[src/hw/rtl/slhp_pkg.sv]
// ---------------------------------------------------------------------------
// slhp_pkg
// Widths, types and constants of the segment/line hit point pipeline.
// ---------------------------------------------------------------------------
package slhp_pkg;

    localparam int COORD_BITS  = 16;
    localparam int T_FRAC_BITS = 16;

    localparam int DIFF_BITS  = COORD_BITS + 1;
    localparam int PROD_BITS  = 2 * DIFF_BITS;
    localparam int CROSS_BITS = PROD_BITS + 1;
    localparam int REM_BITS   = CROSS_BITS + 1;
    localparam int Q_BITS     = T_FRAC_BITS + 1;
    localparam int PT_BITS    = Q_BITS + 1 + DIFF_BITS;
    localparam int DIV_STAGES = T_FRAC_BITS + 1;

    typedef logic signed [COORD_BITS-1:0] coord_t;
    typedef logic signed [DIFF_BITS-1:0]  diff_t;
    typedef logic signed [PROD_BITS-1:0]  prod_t;
    typedef logic signed [CROSS_BITS-1:0] cross_t;
    typedef logic        [CROSS_BITS-1:0] mag_t;
    typedef logic        [REM_BITS-1:0]   rem_t;
    typedef logic        [Q_BITS-1:0]     quo_t;
    typedef logic signed [PT_BITS-1:0]    scaled_t;

    localparam scaled_t ROUND_HALF = scaled_t'(1) <<< (T_FRAC_BITS - 1);

    typedef struct packed {
        coord_t seg_start_x;
        coord_t seg_start_y;
        coord_t seg_end_x;
        coord_t seg_end_y;
        coord_t line_a_x;
        coord_t line_a_y;
        coord_t line_b_x;
        coord_t line_b_y;
    } query_t;

    // per-item context carried alongside the divider
    typedef struct packed {
        logic   ok;
        coord_t x1;
        coord_t y1;
        coord_t xb;
        coord_t yb;
        diff_t  d21x;
        diff_t  d21y;
        diff_t  dabx;
        diff_t  daby;
    } pt_ctx_t;

    typedef struct packed {
        pt_ctx_t ctx;
        mag_t    num;
        mag_t    den;
    } div_req_t;

    typedef struct packed {
        pt_ctx_t ctx;
        quo_t    t;
    } div_rsp_t;

    typedef struct packed {
        coord_t hit_x;
        coord_t hit_y;
        logic   hit_found;
    } hit_result_t;

    function automatic diff_t sub_ext(coord_t a, coord_t b);
        return diff_t'(a) - diff_t'(b);
    endfunction

endpackage

[src/hw/rtl/slhp_cross.sv]
// ---------------------------------------------------------------------------
// slhp_cross
// Four stages: differences, products, cross terms, sign test and magnitudes.
// ---------------------------------------------------------------------------
module slhp_cross (
    input  logic              clk,
    input  logic              rst_n,
    input  logic              in_valid,
    output logic              in_ready,
    input  slhp_pkg::query_t  in_data,
    output logic              out_valid,
    input  logic              out_ready,
    output slhp_pkg::div_req_t out_data
);
    import slhp_pkg::*;

    logic v1_reg, v2_reg, v3_reg, v4_reg;
    logic rdy1, rdy2, rdy3, rdy4;

    pt_ctx_t ctx1_reg, ctx1_next;
    diff_t   d12x_reg, d12y_reg, d1ax_reg, d1ay_reg;
    diff_t   d12x_next, d12y_next, d1ax_next, d1ay_next;

    pt_ctx_t ctx2_reg;
    prod_t   p0_reg, p1_reg, p2_reg, p3_reg;
    prod_t   p0_next, p1_next, p2_next, p3_next;

    pt_ctx_t ctx3_reg;
    cross_t  m_reg, l_reg, m_next, l_next;

    div_req_t req_reg, req_next;

    assign rdy4     = !v4_reg || out_ready;
    assign rdy3     = !v3_reg || rdy4;
    assign rdy2     = !v2_reg || rdy3;
    assign rdy1     = !v1_reg || rdy2;
    assign in_ready = rdy1;

    always_ff @(posedge clk or negedge rst_n)
    begin
        if (!rst_n)
        begin
            v1_reg <= 1'b0;
            v2_reg <= 1'b0;
            v3_reg <= 1'b0;
            v4_reg <= 1'b0;
        end
        else
        begin
            if (rdy1) v1_reg <= in_valid;
            if (rdy2) v2_reg <= v1_reg;
            if (rdy3) v3_reg <= v2_reg;
            if (rdy4) v4_reg <= v3_reg;
        end
    end

    // stage 1: coordinate differences
    always_comb
    begin
        ctx1_next.ok   = 1'b0;
        ctx1_next.x1   = in_data.seg_start_x;
        ctx1_next.y1   = in_data.seg_start_y;
        ctx1_next.xb   = in_data.line_b_x;
        ctx1_next.yb   = in_data.line_b_y;
        ctx1_next.d21x = sub_ext(in_data.seg_end_x, in_data.seg_start_x);
        ctx1_next.d21y = sub_ext(in_data.seg_end_y, in_data.seg_start_y);
        ctx1_next.dabx = sub_ext(in_data.line_a_x, in_data.line_b_x);
        ctx1_next.daby = sub_ext(in_data.line_a_y, in_data.line_b_y);
        d12x_next = sub_ext(in_data.seg_start_x, in_data.seg_end_x);
        d12y_next = sub_ext(in_data.seg_start_y, in_data.seg_end_y);
        d1ax_next = sub_ext(in_data.seg_start_x, in_data.line_a_x);
        d1ay_next = sub_ext(in_data.seg_start_y, in_data.line_a_y);
    end

    // stage 2: products
    always_comb
    begin
        p0_next = d12x_reg * ctx1_reg.daby;
        p1_next = d12y_reg * ctx1_reg.dabx;
        p2_next = d1ax_reg * ctx1_reg.daby;
        p3_next = d1ay_reg * ctx1_reg.dabx;
    end

    // stage 3: denominator and numerator
    always_comb
    begin
        m_next = cross_t'(p0_reg) - cross_t'(p1_reg);
        l_next = cross_t'(p2_reg) - cross_t'(p3_reg);
    end

    // stage 4: t >= 0 test and magnitudes
    always_comb
    begin
        logic m_zero;
        logic l_zero;
        logic opposite;
        m_zero   = (m_reg == '0);
        l_zero   = (l_reg == '0);
        opposite = (m_reg[CROSS_BITS-1] != l_reg[CROSS_BITS-1]) && !m_zero && !l_zero;
        req_next.ctx    = ctx3_reg;
        req_next.ctx.ok = !m_zero && !opposite;
        req_next.den    = m_reg[CROSS_BITS-1] ? mag_t'(-m_reg) : mag_t'(m_reg);
        req_next.num    = l_reg[CROSS_BITS-1] ? mag_t'(-l_reg) : mag_t'(l_reg);
    end

    always_ff @(posedge clk)
    begin
        if (rdy1)
        begin
            ctx1_reg <= ctx1_next;
            d12x_reg <= d12x_next;
            d12y_reg <= d12y_next;
            d1ax_reg <= d1ax_next;
            d1ay_reg <= d1ay_next;
        end
        if (rdy2)
        begin
            ctx2_reg <= ctx1_reg;
            p0_reg   <= p0_next;
            p1_reg   <= p1_next;
            p2_reg   <= p2_next;
            p3_reg   <= p3_next;
        end
        if (rdy3)
        begin
            ctx3_reg <= ctx2_reg;
            m_reg    <= m_next;
            l_reg    <= l_next;
        end
        if (rdy4)
        begin
            req_reg <= req_next;
        end
    end

    assign out_valid = v4_reg;
    assign out_data  = req_reg;

endmodule

[config.mk]
export PLATFORM = sky130hd
export DESIGN_NAME = slhp_cross
export DESIGN_NICKNAME = d
export VERILOG_FILES = /design/src/hw/rtl/slhp_pkg.sv /design/src/hw/rtl/slhp_cross.sv
export SDC_FILE = /design/constraint.sdc
export NUM_CORES = 2
export LEC_CHECK = 0
export BUFFER_PORTS_ARGS = -buffer_cell sky130_fd_sc_hd__buf_2
export CORE_ASPECT_RATIO = 0.6
export CORE_UTILIZATION = 40
export CTS_BUF_LIST = sky130_fd_sc_hd__clkbuf_4 sky130_fd_sc_hd__clkbuf_8
export CTS_CLUSTER_DIAMETER = 30
export DETAILED_ROUTE_END_ITERATION = 8
export PLACE_DENSITY = 0.66
export SLEW_MARGIN = 20
export SYNTH_ARGS = -nofsm -noshare
export SYNTH_HDL_FRONTEND = slang
export SYNTH_SLANG_ARGS = --single-unit
[constraint.sdc]
create_clock -name clk -period 13 [get_ports clk]
set_input_delay 1.3 -clock clk [delete_from_list [all_inputs] [get_ports clk]]
set_output_delay 1.3 -clock clk [all_outputs]
set_load 0.1 [all_outputs]
Word level (Yosys, flattened, before mapping)
Cells that the tools add are included.
{ "totals": {"out_inout_bits": 205, "in_bits": 132, "reg_bits": 877} }
{ "classes": {"reduce_logical": 16, "n_eq_ne": 1, "mul": 4, "addsub": 12, "n_mux": 2} }
{ "ops": {"columns": ["cell", "count"], "rows": [
  ["17-bit by 17-bit multiplier with 34-bit output", 4],
  ["16-bit by 16-bit subtractor with 17-bit output", 8],
  ["35-bit logical NOT", 2],
  ["35-bit negation", 2],
  ["34-bit by 34-bit subtractor with 35-bit output", 2],
  ["34-bit 2-to-1 mux", 2],
  ["1-bit logical NOT", 7],
  ["1-bit logical OR", 4],
  ["1-bit logical AND", 3],
  ["1-bit != test", 1]
]} }

Longest topological paths before layout
{ "depth": {"word_depth": 6, "depth_mapped": 24, "depth_no_buf": 23} }

Worst setup path after synthesis
OpenSTA, ideal clock, no wires.
{ "synth_timing": {"kind": "input to register", "start": "in out_ready", "end": "reg ctx1_reg[0] in the netlist's numbering, enable pin", "slack_ns": 2.392, "arrival_time_ns": 7.783, "n_path_buf": 0, "required_ns": 10.175, "setup_time_ns": 2.825, "cell_stages": 2, "cell_sequence": "nor2b_1 nand4_1"} }
{ "synth_between": {"elab_chain_cells": 4} }
{ "synth_lines": {"columns": ["item", "line", "rtl"], "rows": [
  ["start, declared", "slhp_cross.sv:12", "input logic out_ready,"],
  ["1-bit logical OR", "slhp_cross.sv:33", "assign rdy4 = !v4_reg || out_ready;"],
  ["1-bit logical OR", "slhp_cross.sv:34", "assign rdy3 = !v3_reg || rdy4;"],
  ["1-bit logical OR", "slhp_cross.sv:35", "assign rdy2 = !v2_reg || rdy3;"],
  ["1-bit logical OR", "slhp_cross.sv:36", "assign rdy1 = !v1_reg || rdy2;"],
  ["net in_ready", "slhp_cross.sv:9", "output logic in_ready,"],
  ["end signal, assigned", "slhp_cross.sv:110", "ctx1_reg <= ctx1_next;"],
  ["end, declared", "slhp_cross.sv:20", "pt_ctx_t ctx1_reg, ctx1_next;"]
]} }
The timed path passes the listed nets, and every way through them passes these cells.
A chain may end at the register's enable or synchronous reset.

Final worst setup path
{ "layout_timing": {"start": "reg ctx1_reg[16] in the netlist's numbering", "end": "reg p0_reg[32] (data pin)"} }
{ "layout_between": {"elab_chain_cells": 1} }
{ "layout_lines": {"columns": ["item", "line", "rtl"], "rows": [
  ["17-bit by 17-bit multiplier with 34-bit output", "slhp_cross.sv:78", "p0_next = d12x_reg * ctx1_reg.daby;"],
  ["net p0_next[32]", "slhp_cross.sv:26", "prod_t p0_next, p1_next, p2_next, p3_next;"],
  ["end signal, assigned", "slhp_cross.sv:119", "p0_reg <= p0_next;"],
  ["end, declared", "slhp_cross.sv:25", "prod_t p0_reg, p1_reg, p2_reg, p3_reg;"]
]} }
The timed path passes the listed nets, and every way through them passes these cells.

==> run_results.csv <==
group,metric,value,unit
run_status,status,"finished with violations",
run_status,violations,"design-rule violations",
yosys,synth-xor-area-share,0.0383,
yosys,synthDominantCellAreaShare,0.325,
worst_setup_path,cp-start-kind,"flop",
sta,fin_worst_skew,0.126,ns
worst_setup_path,worstPathRequired,13.56,ns
sta,max_freq,0.135,GHz
clocking,clk_pin_slew,0.07,ns
clocking,post_cts_resized,0,
yosys,syn_area,80500,um^2
worst_setup_path,reg2reg_slack,5.57,ns
finish,largest_reg_flops,203,
yosys,avgSynthCellArea,11.1,um^2
floorplanning,initial_utilization,0.403,
placement,dpl_cell_area,85400,um^2
placement,dp_hpwl,168000,um
finish,syn2layout_area_growth,10.6,%
yosys,synth_area_leaders,"edfxtp_1 32%, fa_1 30%, ha_1 8.4%, inv_1 6.9%, and2_1 4.6%",
global_routing,grt.overflow.total,0,
sta,timing.hold.ws,0.161,ns
floorplanning,die-area,203000,um^2
placement,place_congestion,0.924,
worst_setup_path,path_max_fanout,27,
sta,rsz0062_at_grt,"no",
detailed_routing,detail_route.wl_per_cell,20.6,um
finish,n_fill_cell,18500,
placement,io_buffers,336,
yosys,syn-num-nets,9125,
yosys,yosysUniqueCellTypes,70,
yosys,yosysMostFrequentCell,"inv_1",
worst_setup_path,r2r_end,"p0_reg[32]",
floorplanning,die_x,581,um
clocking,cts_setup_buffers,0,
worst_setup_path,reg2reg_depth,21,
sta,maxSlewViolCount,0,
clocking,cts_hold_buf,0,
global_routing,grt_usage,0.213,
detailed_routing,vias,53800,
sta,min_period_over_period,0.571,
finish,fin_area,89100,um^2
hold_path,hp-class,"in -> async",
floorplanning,die_y,350,um
yosys,ys_top_cells_by_count,"1485 x inv_1, 1194 x fa_1, 871 x edfxtp_1, 664 x nand2_1, 590 x and2_1",
yosys,yosysSeqAreaShare,0.326,
yosys,synthAdderAreaFrac,0.380,
clocking,cts_root_buf,"clkbuf_8",
yosys,synth.area.mux_share,0,
floorplanning,io-pin-count,337,
yosys,synth_top_cell_by_area,"edfxtp_1",
clocking,insertion_delay,0.93,ns
detailed_routing,wl,214000,um
yosys,synth_top_family_by_area,"adder cells",
yosys,synthCells,7261,
detailed_routing,drt-pass1-iter-count,8,
detailed_routing,drt_iter0_drc,4197,
worst_setup_path,cp.arrival,7.99,ns
job,cap_violations,0,
yosys,synth-compound-area-share,0.0635,
clocking,clock-sinks,875,
detailed_routing,drc_errors,2,
yosys,synth-seq-cells,875,
worst_setup_path,crit_type,"reg -> reg",
sta,final-hold-violation-count,0,
detailed_routing,avgViaCountPerCell,5.16,
yosys,yosys.area_share.simple,0.113,
worst_setup_path,end_kind,"flop",
sta,finalSetupViolCount,0,
global_routing,antenna_found_initial,51,
clocking,clockBufferDepth,4,
worst_setup_path,r2r_start,"ctx1_reg[16]",
yosys,ys.flop_type,"edfxtp_1",
finish,finalNetCount,9497,
yosys,async_flop_share,0.00457,
global_routing,first_global_vias,56400,
finish,final_util,0.446,
floorplanning,rows,127,
sta,worst_pin_slew,1.07,ns
finish,drive_gt1_frac,0.0934,
yosys,synth-edff-count,871,
sta,slew_headroom,0.279,
clocking,cts_buffers,171,
global_routing,grt_max_degree,149,
clocking,cts.htree.levels,4,
yosys,yosys_warnings,0,
sta,period_needed,7.43,ns
sta,finalSetupTns,0,ns
detailed_routing,antenna_left,0,
clocking,tritoncts,"done",
floorplanning,core,200000,um^2
global_routing,grt_first_pass_wirelength,333000,um
==> logic make-up after synthesis <==
group,Yosys count
AOI/OAI and AO/OA,792
xor gates and xnor gates,352
adders and majority gates,1732
buffers and inverters,1697
DFF,875
and+or+nand+nor,1813
==> layout by cell type (no fill, tap or decap), types with 15 or more instances in the layout <==
cell	n
a211oi_1	30
a21o_1	97
a21oi_1	231
a31oi_1	16
and2_1	590
and3_1	31
buf_2	336
buf_4	66
bufinv_16	16
clkbuf_4	23
clkbuf_8	175
clkinv_1	24
clkinv_2	22
clkinv_4	15
diode_2	18
edfxtp_1	871
fa_1	1194
ha_1	538
inv_1	1484
nand2_1	663
nand2b_1	59
nand3_1	52
nand4_1	16
nor2_1	218
nor2b_1	37
nor3_1	61
o211ai_1	20
o21a_1	52
o21ai_0	155
o21bai_1	29
o31ai_1	32
or3_1	30
xnor2_1	284
xor2_1	62
==> final cells by class <==
class | count | area (um^2) | share of cell area
antenna | 18 | 45.0 | 0.000506
clock buffer | 198 | 2580 | 0.0290
clock inverter | 101 | 1020 | 0.0115
inverter | 1488 | 5590 | 0.0628
multi-input combinational | 4689 | 48000 | 0.539
sequential | 875 | 26300 | 0.295
tap | 2644 | 3310 | 0.0371
timing repair buffer | 408 | 2280 | 0.0256
==> per-layer routing <==
| metal | track usage | part of all wire | wire (um) | vias to the layer above |
|---|---|---|---|---|
| met2 | 0.296 | 0.40 | 85400 | 2531 |
| met5 | 0 | 0.0016 | 334 | - |
| met4 | 0.0464 | 0.020 | 4200 | 56 |
| li1 | - | - | - | 23800 |
| met3 | 0.0710 | 0.12 | 25700 | 353 |
| met1 | 0.320 | 0.46 | 98700 | 27000 |
==> worst max-delay path, cell delays in order, from the launching register on <==
cell and delay, ns:
edfxtp_1 0.85, clkinv_1 0.15, buf_4 0.30, nor2_1 0.19, fa_1 0.45, fa_1 0.52, fa_1 0.43, fa_1 0.49
fa_1 0.51, inv_1 0.05, fa_1 0.47, inv_1 0.04, ha_1 0.38, nand2_1 0.12, nand2b_1 0.09, a21oi_1 0.19
o21ai_0 0.15, a211oi_1 0.60, nor3_1 0.14, a221oi_1 0.50, nor3_1 0.11, a211o_1 0.29
==> through the flow <==
step | setup slack [ns] | instances
final | 5.57 | 10400
after global routing | 5.16 | 10400
after CTS | 5.66 | 10400
after detailed placement | 5.79 | 10100
after global placement | 5.93 | 10100
after floorplan | 2.39 | 7261
==> how the worst max path moves through the flow <==
stage / startpoint / to / slack (ns) / depth (start not counted)
2_1_floorplan: out_ready / ctx1_reg[0] / 2.39 / 2
3_3_place_gp: ctx1_reg[16] / p0_reg[30] / 5.93 / 21
3_5_place_dp: ctx1_reg[16] / p0_reg[30] / 5.79 / 21
4_1_cts: ctx1_reg[16] / p0_reg[30] / 5.66 / 21
5_1_grt: ctx1_reg[16] / p0_reg[30] / 5.16 / 21
6_report: ctx1_reg[16] / p0_reg[32] / 5.57 / 21
Power is not shown: default switching activity piles up to over one toggle a cycle in this logic, so the estimate is an artifact.
