### src/hw/rtl/slhp_pkg.sv
// ---------------------------------------------------------------------------
// slhp_pkg
// Widths, types and constants of the segment/line hit point pipeline.
// ---------------------------------------------------------------------------
package slhp_pkg;

    localparam int COORD_BITS  = 16;
    localparam int T_FRAC_BITS = 16;

    localparam int DIFF_BITS  = COORD_BITS + 1;
    localparam int PROD_BITS  = 2 * DIFF_BITS;
    localparam int CROSS_BITS = PROD_BITS + 1;
    localparam int REM_BITS   = CROSS_BITS + 1;
    localparam int Q_BITS     = T_FRAC_BITS + 1;
    localparam int PT_BITS    = Q_BITS + 1 + DIFF_BITS;
    localparam int DIV_STAGES = T_FRAC_BITS + 1;

    typedef logic signed [COORD_BITS-1:0] coord_t;
    typedef logic signed [DIFF_BITS-1:0]  diff_t;
    typedef logic signed [PROD_BITS-1:0]  prod_t;
    typedef logic signed [CROSS_BITS-1:0] cross_t;
    typedef logic        [CROSS_BITS-1:0] mag_t;
    typedef logic        [REM_BITS-1:0]   rem_t;
    typedef logic        [Q_BITS-1:0]     quo_t;
    typedef logic signed [PT_BITS-1:0]    scaled_t;

    localparam scaled_t ROUND_HALF = scaled_t'(1) <<< (T_FRAC_BITS - 1);

    typedef struct packed {
        coord_t seg_start_x;
        coord_t seg_start_y;
        coord_t seg_end_x;
        coord_t seg_end_y;
        coord_t line_a_x;
        coord_t line_a_y;
        coord_t line_b_x;
        coord_t line_b_y;
    } query_t;

    // per-item context carried alongside the divider
    typedef struct packed {
        logic   ok;
        coord_t x1;
        coord_t y1;
        coord_t xb;
        coord_t yb;
        diff_t  d21x;
        diff_t  d21y;
        diff_t  dabx;
        diff_t  daby;
    } pt_ctx_t;

    typedef struct packed {
        pt_ctx_t ctx;
        mag_t    num;
        mag_t    den;
    } div_req_t;

    typedef struct packed {
        pt_ctx_t ctx;
        quo_t    t;
    } div_rsp_t;

    typedef struct packed {
        coord_t hit_x;
        coord_t hit_y;
        logic   hit_found;
    } hit_result_t;

    function automatic diff_t sub_ext(coord_t a, coord_t b);
        return diff_t'(a) - diff_t'(b);
    endfunction

endpackage

### src/hw/rtl/slhp_point.sv
// ---------------------------------------------------------------------------
// slhp_point
// Five stages: scale, round, offset to B, dot terms, sign test and result.
// ---------------------------------------------------------------------------
module slhp_point (
    input  logic                  clk,
    input  logic                  rst_n,
    input  logic                  in_valid,
    output logic                  in_ready,
    input  slhp_pkg::div_rsp_t    in_data,
    output logic                  out_valid,
    input  logic                  out_ready,
    output slhp_pkg::hit_result_t out_data
);
    import slhp_pkg::*;

    logic v1_reg, v2_reg, v3_reg, v4_reg, v5_reg;
    logic rdy1, rdy2, rdy3, rdy4, rdy5;

    pt_ctx_t ctx1_reg;
    scaled_t sx_reg, sy_reg, sx_next, sy_next;

    pt_ctx_t ctx2_reg;
    coord_t  hx2_reg, hy2_reg, hx_next, hy_next;

    logic    ok3_reg, ok4_reg;
    diff_t   dabx3_reg, daby3_reg;
    coord_t  hx3_reg, hy3_reg, hx4_reg, hy4_reg;
    diff_t   ex_reg, ey_reg, ex_next, ey_next;
    prod_t   px_reg, py_reg, px_next, py_next;

    hit_result_t res_reg, res_next;

    assign rdy5     = !v5_reg || out_ready;
    assign rdy4     = !v4_reg || rdy5;
    assign rdy3     = !v3_reg || rdy4;
    assign rdy2     = !v2_reg || rdy3;
    assign rdy1     = !v1_reg || rdy2;
    assign in_ready = rdy1;

    always_ff @(posedge clk or negedge rst_n)
    begin
        if (!rst_n)
        begin
            v1_reg <= 1'b0;
            v2_reg <= 1'b0;
            v3_reg <= 1'b0;
            v4_reg <= 1'b0;
            v5_reg <= 1'b0;
        end
        else
        begin
            if (rdy1) v1_reg <= in_valid;
            if (rdy2) v2_reg <= v1_reg;
            if (rdy3) v3_reg <= v2_reg;
            if (rdy4) v4_reg <= v3_reg;
            if (rdy5) v5_reg <= v4_reg;
        end
    end

    // t * (P2 - P1), T_FRAC_BITS fraction bits
    always_comb
    begin
        sx_next = $signed({1'b0, in_data.t}) * in_data.ctx.d21x;
        sy_next = $signed({1'b0, in_data.t}) * in_data.ctx.d21y;
    end

    // round half up, add P1; for a t within 0..1 the result stays between P1 and P2
    always_comb
    begin
        scaled_t rx;
        scaled_t ry;
        rx      = (sx_reg + ROUND_HALF) >>> T_FRAC_BITS;
        ry      = (sy_reg + ROUND_HALF) >>> T_FRAC_BITS;
        hx_next = ctx1_reg.x1 + coord_t'(rx[COORD_BITS-1:0]);
        hy_next = ctx1_reg.y1 + coord_t'(ry[COORD_BITS-1:0]);
    end

    always_comb
    begin
        ex_next = sub_ext(hx2_reg, ctx2_reg.xb);
        ey_next = sub_ext(hy2_reg, ctx2_reg.yb);
    end

    always_comb
    begin
        px_next = dabx3_reg * ex_reg;
        py_next = daby3_reg * ey_reg;
    end

    always_comb
    begin
        cross_t dot;
        dot                = cross_t'(px_reg) + cross_t'(py_reg);
        res_next.hit_found = ok4_reg && (dot > 0);
        res_next.hit_x     = res_next.hit_found ? hx4_reg : '0;
        res_next.hit_y     = res_next.hit_found ? hy4_reg : '0;
    end

    always_ff @(posedge clk)
    begin
        if (rdy1)
        begin
            ctx1_reg <= in_data.ctx;
            sx_reg   <= sx_next;
            sy_reg   <= sy_next;
        end
        if (rdy2)
        begin
            ctx2_reg <= ctx1_reg;
            hx2_reg  <= hx_next;
            hy2_reg  <= hy_next;
        end
        if (rdy3)
        begin
            ok3_reg   <= ctx2_reg.ok;
            dabx3_reg <= ctx2_reg.dabx;
            daby3_reg <= ctx2_reg.daby;
            hx3_reg   <= hx2_reg;
            hy3_reg   <= hy2_reg;
            ex_reg    <= ex_next;
            ey_reg    <= ey_next;
        end
        if (rdy4)
        begin
            ok4_reg <= ok3_reg;
            hx4_reg <= hx3_reg;
            hy4_reg <= hy3_reg;
            px_reg  <= px_next;
            py_reg  <= py_next;
        end
        if (rdy5)
        begin
            res_reg <= res_next;
        end
    end

    assign out_valid = v5_reg;
    assign out_data  = res_reg;

endmodule

### config.mk
export PLATFORM = sky130hd
export DESIGN_NAME = slhp_point
export DESIGN_NICKNAME = d
export VERILOG_FILES = /design/src/hw/rtl/slhp_pkg.sv /design/src/hw/rtl/slhp_point.sv
export SDC_FILE = /design/constraint.sdc
export NUM_CORES = 2
export LEC_CHECK = 0
export BUFFER_PORTS_ARGS = -buffer_cell sky130_fd_sc_hd__clkbuf_2
export CAP_MARGIN = 20
export CORE_ASPECT_RATIO = 0.9
export CORE_MARGIN = 5
export CORE_UTILIZATION = 50
export CTS_BUF_LIST = sky130_fd_sc_hd__clkbuf_16
export DETAILED_ROUTE_END_ITERATION = 7
export PLACE_DENSITY = 0.67
export SLEW_MARGIN = 40
export SYNTH_ARGS = -nofsm -noshare
export SYNTH_HDL_FRONTEND = slang
export SYNTH_SLANG_ARGS = --single-unit
### constraint.sdc
create_clock -name clk -period 10.6 [get_ports clk]
set_input_delay 1.06 -clock clk [delete_from_list [all_inputs] [get_ports clk]]
set_output_delay 1.06 -clock clk [all_outputs]
set_load 0.02 [all_outputs]
Yosys cells after proc, flatten, opt, wreduce, memory -nomap -nowiden
Cells that the tools add are included.
{"block": "totals", "ff_bits": 502, "inputBits": 154, "output_inout_bits": 35, "word_cells": 59}
{"block": "op_classes", "addsub": 7, "multipliers": 4, "n_lt_le_gt_ge": 1, "n_reduce_logical": 11}
{"cell": "17-bit by 17-bit multiplier with 34-bit output", "count": 2}
{"cell": "32-bit by 17-bit adder with 32-bit output, second input constant", "count": 2}
{"cell": "18-bit by 17-bit multiplier with 32-bit output", "count": 2}
{"cell": "34-bit by 34-bit adder with 35-bit output", "count": 1}
{"cell": "35-bit by 1-bit > comparator with 1-bit output, second input constant", "count": 1}
{"cell": "16-bit by 16-bit subtractor with 17-bit output", "count": 2}
{"cell": "16-bit adder", "count": 2}
{"cell": "1-bit zero test", "count": 5}
{"cell": "1-bit logical OR", "count": 5}
{"cell": "1-bit logical AND", "count": 1}

Longest topological paths before layout
{"block": "depth", "depth_word": 6, "ltp_mapped": 26, "mapped_depth_nobuf": 25}

Least setup slack after synthesis
Ideal clock, no wire load.
{"block": "synth_path", "path_kind": "input -> register", "from": "in out_ready", "to": "reg ctx1_reg[0] (netlist name) (enable)", "setup_ps": 1189, "t_arrival_ps": 6924, "required_ps": 9411, "path_slack_ps": 2486, "path_stages": 4, "path_buffers": 0, "cell_sequence": "nor2b_1 nand4_1 inv_1 nand2_1"}
{"block": "synth_between", "elab_chain_len": 5}
{"element": "start, declared", "line_no": "slhp_point.sv:12", "source": "input logic out_ready,"}
{"element": "1-bit logical OR", "line_no": "slhp_point.sv:34", "source": "assign rdy5 = !v5_reg || out_ready;"}
{"element": "1-bit logical OR", "line_no": "slhp_point.sv:35", "source": "assign rdy4 = !v4_reg || rdy5;"}
{"element": "1-bit logical OR", "line_no": "slhp_point.sv:36", "source": "assign rdy3 = !v3_reg || rdy4;"}
{"element": "1-bit logical OR", "line_no": "slhp_point.sv:37", "source": "assign rdy2 = !v2_reg || rdy3;"}
{"element": "named net rdy2", "line_no": "slhp_point.sv:18", "source": "logic rdy1, rdy2, rdy3, rdy4, rdy5;"}
{"element": "1-bit logical OR", "line_no": "slhp_point.sv:38", "source": "assign rdy1 = !v1_reg || rdy2;"}
{"element": "named net in_ready", "line_no": "slhp_point.sv:9", "source": "output logic in_ready,"}
{"element": "end signal, assigned", "line_no": "slhp_point.sv:104", "source": "ctx1_reg <= in_data.ctx;"}
{"element": "end, declared", "line_no": "slhp_point.sv:20", "source": "pt_ctx_t ctx1_reg;"}
The timed path passes the listed nets, and every way through them passes these cells.
A chain may end at the register's enable or synchronous reset.

Worst setup path after layout
{"block": "layout_path", "from": "reg ex_reg[2]", "to": "reg px_reg[33], data pin"}
{"block": "layout_between", "elab_chain_len": 1}
{"element": "start, declared", "line_no": "slhp_point.sv:29", "source": "diff_t ex_reg, ey_reg, ex_next, ey_next;"}
{"element": "start signal, assigned", "line_no": "slhp_point.sv:121", "source": "ex_reg <= ex_next;"}
{"element": "17-bit by 17-bit multiplier with 34-bit output", "line_no": "slhp_point.sv:87", "source": "px_next = dabx3_reg * ex_reg;"}
{"element": "named net px_next[33]", "line_no": "slhp_point.sv:30", "source": "prod_t px_reg, py_reg, px_next, py_next;"}
{"element": "end signal, assigned", "line_no": "slhp_point.sv:129", "source": "px_reg <= px_next;"}
{"element": "end, declared", "line_no": "slhp_point.sv:30"}
The timed path passes the listed nets, and every way through them passes these cells.

==> key figures <==
Outcome
  • Status: completed

CTS
  • Clk Tree Root Cell: clkbuf_16
  • TritonCTS clock tree: built
  • Setup Buffers After CTS: 0
  • Post_cts resized: 0
  • Clock Tree Buf Depth: 3
  • CTS H-tree depth: 2
  • Hold buffers post-CTS: 0
  • Reg clk slew, reported paths: ~0.06 ns
  • Skew-Pair Late Insertion Delay: approximately 0.66 ns
  • TritonCTS Buffers: between 50 and 60
  • Clock sink count: ~470

Critical path
  • Crit path cell chain: nand2_1 -> fa_1 -> fa_1 -> fa_1 -> fa_1 -> inv_1 -> fa_1 -> inv_1 -> fa_1 -> inv_1 -> ha_1 -> a21o_1 -> a21oi_1 -> nor2b_1 -> o21ai_0 -> nand2b_1 -> a221oi_1 -> a41oi_1 -> a2111oi_0 -> o21bai_1 -> a21o_1 -> xnor2_1
  • Max stage delay on crit path: ~0.86 ns
  • Critical-path top delay cell: edfxtp_1
  • Critical path peak fanout: 17
  • Crit path max-delay family: adder cells
  • Worst Path Arrival: around 8.3 ns
  • Worst flop-to-flop path startpoint: ex_reg[2]
  • Critical R2R Capture: px_reg[33]
  • Critical Path Source Type: flop
  • Capture point of the worst path: px_reg[33]
  • Req. time, crit path: 11.00 ns
  • Crit path kind: flop to flop
  • Reg2Reg Setup Slack: 2.67 ns
  • WP buf/inv: 3
  • R2R cell count: 22
  • Crit. path cell count: 22
  • Crit path launch: ex_reg[2]
  • Cell mode on critical path: fa_1
  • CP Capture Type: flop

Floorplanning
  • Initial Utilization: 0.5043
  • Die height: 336.1 µm
  • FP Rows: ~120
  • Area of the die: approximately 130000 µm²
  • Ports: between 150 and 200
  • Die X: roughly 370 µm
  • Core footprint: 117200 µm²

Cells and area
  • Layout cells sized above 1: 0.05274
  • Area growth, synth to finish: 6.858%
  • Multi-input gate area: ~40000 µm²
  • Storage cell area: about 14000 µm²
  • Final #Nets: around 7400
  • # fillers: around 10000
  • Max reg flops: between 90 and 100

Yosys
  • FFs w/ async S/R, synth: 0.01059
  • Synth Cell Area: 59090 µm²
  • Sequential area share after synthesis: 0.2394
  • Synth Flop Type: edfxtp_1
  • Top cell type by total area after synthesis: fa_1
  • Syn_nets: roughly 7300
  • Largest cells by area after synthesis: fa_1 35%, edfxtp_1 24%, ha_1 10%, inv_1 8.1%, and2_1 6.1%
  • Mean Syn Cell Area: about 10 µm²
  • Synthesized instance count: around 5700
  • Number of flops mapped to enable cells by yosys: around 470
  • Ys Warns: 0
  • Synth top area share: 0.3533
  • Number of synthesized register bits: 472
  • Cell variety after synth: 67

STA
  • Final setup fails: 0
  • Fin crit share: 0.7485
  • Worst-case clock skew: 0.03236 ns
  • RSZ-0062 raised after global routing: no
  • Worst-Margin Slew: 0.8968 ns
  • Fmax achieved: 0.1260 GHz
  • Minimum clock period after layout: 7.934 ns
  • Setup_tns: 0 ns
  • Slew Limit Headroom: 0.4021
  • Endpoints failing hold: 0
  • Slew Limit Fails: 0

Route
  • Drt initial violations: approximately 2300
  • WL/cell: roughly 17 µm
  • Routed WL: between 100000 and 150000 µm
  • Post-DR vias/cell: roughly 5.2
  • Post-route ant nets: 0
  • Residual DRC: 0
  • Routed vias: roughly 38000
  • Router iterations before antenna repair: 5

Placed design
  • # port buffers: around 190
  • Routability cong.: roughly 0.87
  • DP Wirelength: ~100000 µm

GRT
  • Vias in the first global route: between 40000 and 50000
  • Initial antenna violation count: 11
  • Tot GR Track Use: 0.2088
  • Largest net degree at the start of global routing: 62
  • First-pass GRT wire length: ~210000 µm
  • Grt ovf: 0

Min path
  • Hold Path Class: input pin to async pin

Run
  • Total of max-cap violations: 0
==> metal layers <==
layer	routed length [µm]	track usage	vias to the layer above
li1	-	-	17570
met1	53370	0.2852	19350
met2	61780	0.3575	886
met3	6768	0.02926	187
met4	2696	0.04794	8
met5	56	0	-
==> layout make-up <==
cell class                      count  area share
Sequential cell                   472      0.2241
Antenna cell                        6   0.0002378
Multi-Input combinational cell   3740      0.6256
Clock buffer                       52     0.02061
Clock inverter                     44    0.004934
Timing Repair Buffer              207     0.01799
Inverter                         1268     0.07537
Tap cell                         1573     0.03117
==> per-stage QoR <==
step                      hold WS (ns)  cell area [µm²]    util  worst slack (ns)  cells
final                           0.2406            63150  0.5389             2.666   7362
after detailed placement        0.4045            61480  0.5247             2.125   7258
after global routing            0.2193            63130  0.5388             2.346   7356
after CTS                       0.1981            63090  0.5384             2.732   7354
after global placement          0.4014            61440  0.5243             2.109   7256
after floorplan                 0.4003            59090       -             2.486   5662
==> worst min path at each step <==
| stage | start | endpoint | slack, ns |
|---|---|---|---|
| 2_1_floorplan | ctx1_reg[0] | ctx2_reg[0] | 0.40 |
| 3_3_place_gp | ctx2_reg[9] | daby3_reg[9] | 0.40 |
| 3_5_place_dp | ctx1_reg[14] | ctx2_reg[14] | 0.40 |
| 4_1_cts | rst_n | out_valid | 0.20 |
| 5_1_grt | rst_n | out_valid | 0.22 |
| 6_report | rst_n | v2_reg | 0.24 |
==> synth_stat cells, drive strengths merged (6+ instances only) <==
library cell and count:
nor2 162, edfxtp 467, xnor2 149, nand2 587, and4 7, ha 480
nand3 47, a21boi 21, a221oi 6, o21ai 78, a31o 7, a211o 6
inv 1268, a31oi 10, nand2b 48, o21bai 22, buf 9, a21o 58
clkbuf 173, a211oi 15, nor3 72, o211ai 7, xor2 50, fa 1043
and3 20, a2111oi 9, o31ai 10, or2 6, nor2b 34, and2 578
a21oi 102, or3 12, nand4 15, o21a 23
==> worst reg2reg max path: cells and delay by family, from the launching register on <==
family | cells | cell delay, ns
AOI/OAI and AO/OA | 8 | 2.52
adders and majority gates | 7 | 3.46
xor gates and xnor gates | 1 | 0.38
and+or+nand+nor | 3 | 0.33
DFF | 1 | 0.86
buffers and inverters | 3 | 0.16
==> layout by cell type, fill, tap and decap left out, drive strengths merged, types with 6 or more instances in the layout <==
master    synthesis  final
a2111oi           9      9
a211o             6      6
a211oi           15     15
a21boi           21     21
a21o             58     58
a21oi           102    102
a221oi            6      6
a31o              7      7
a31oi            10     10
and2            578    578
and3             20     20
and4              7      7
buf               9     20
clkbuf          173    239
clkinv            0     19
clkinvlp          0      7
diode             0      6
edfxtp          467    467
fa             1043   1043
ha              480    480
inv            1268   1284
nand2           587    587
nand2b           48     48
nand3            47     47
nand4            15     15
nor2            162    162
nor2b            34     34
nor3             72     72
o211ai            7      7
o21a             23     23
o21ai            78     78
o21bai           22     22
o31ai            10     10
or2               6      6
or3              12     12
xnor2           149    149
xor2             50     50
==> cells by family after synthesis <==
group                      Yosys count  synth area share
AOI/OAI and AO/OA                  410           0.04643
xor gates and xnor gates           199           0.02949
adders and majority gates         1523            0.4550
buffers and inverters             1450           0.09270
DFF                                472            0.2394
muxes                                3         0.0005082
and+or+nand+nor                   1605            0.1365
Power is not shown: default switching activity piles up to over one toggle a cycle in this logic, so the estimate is an artifact.
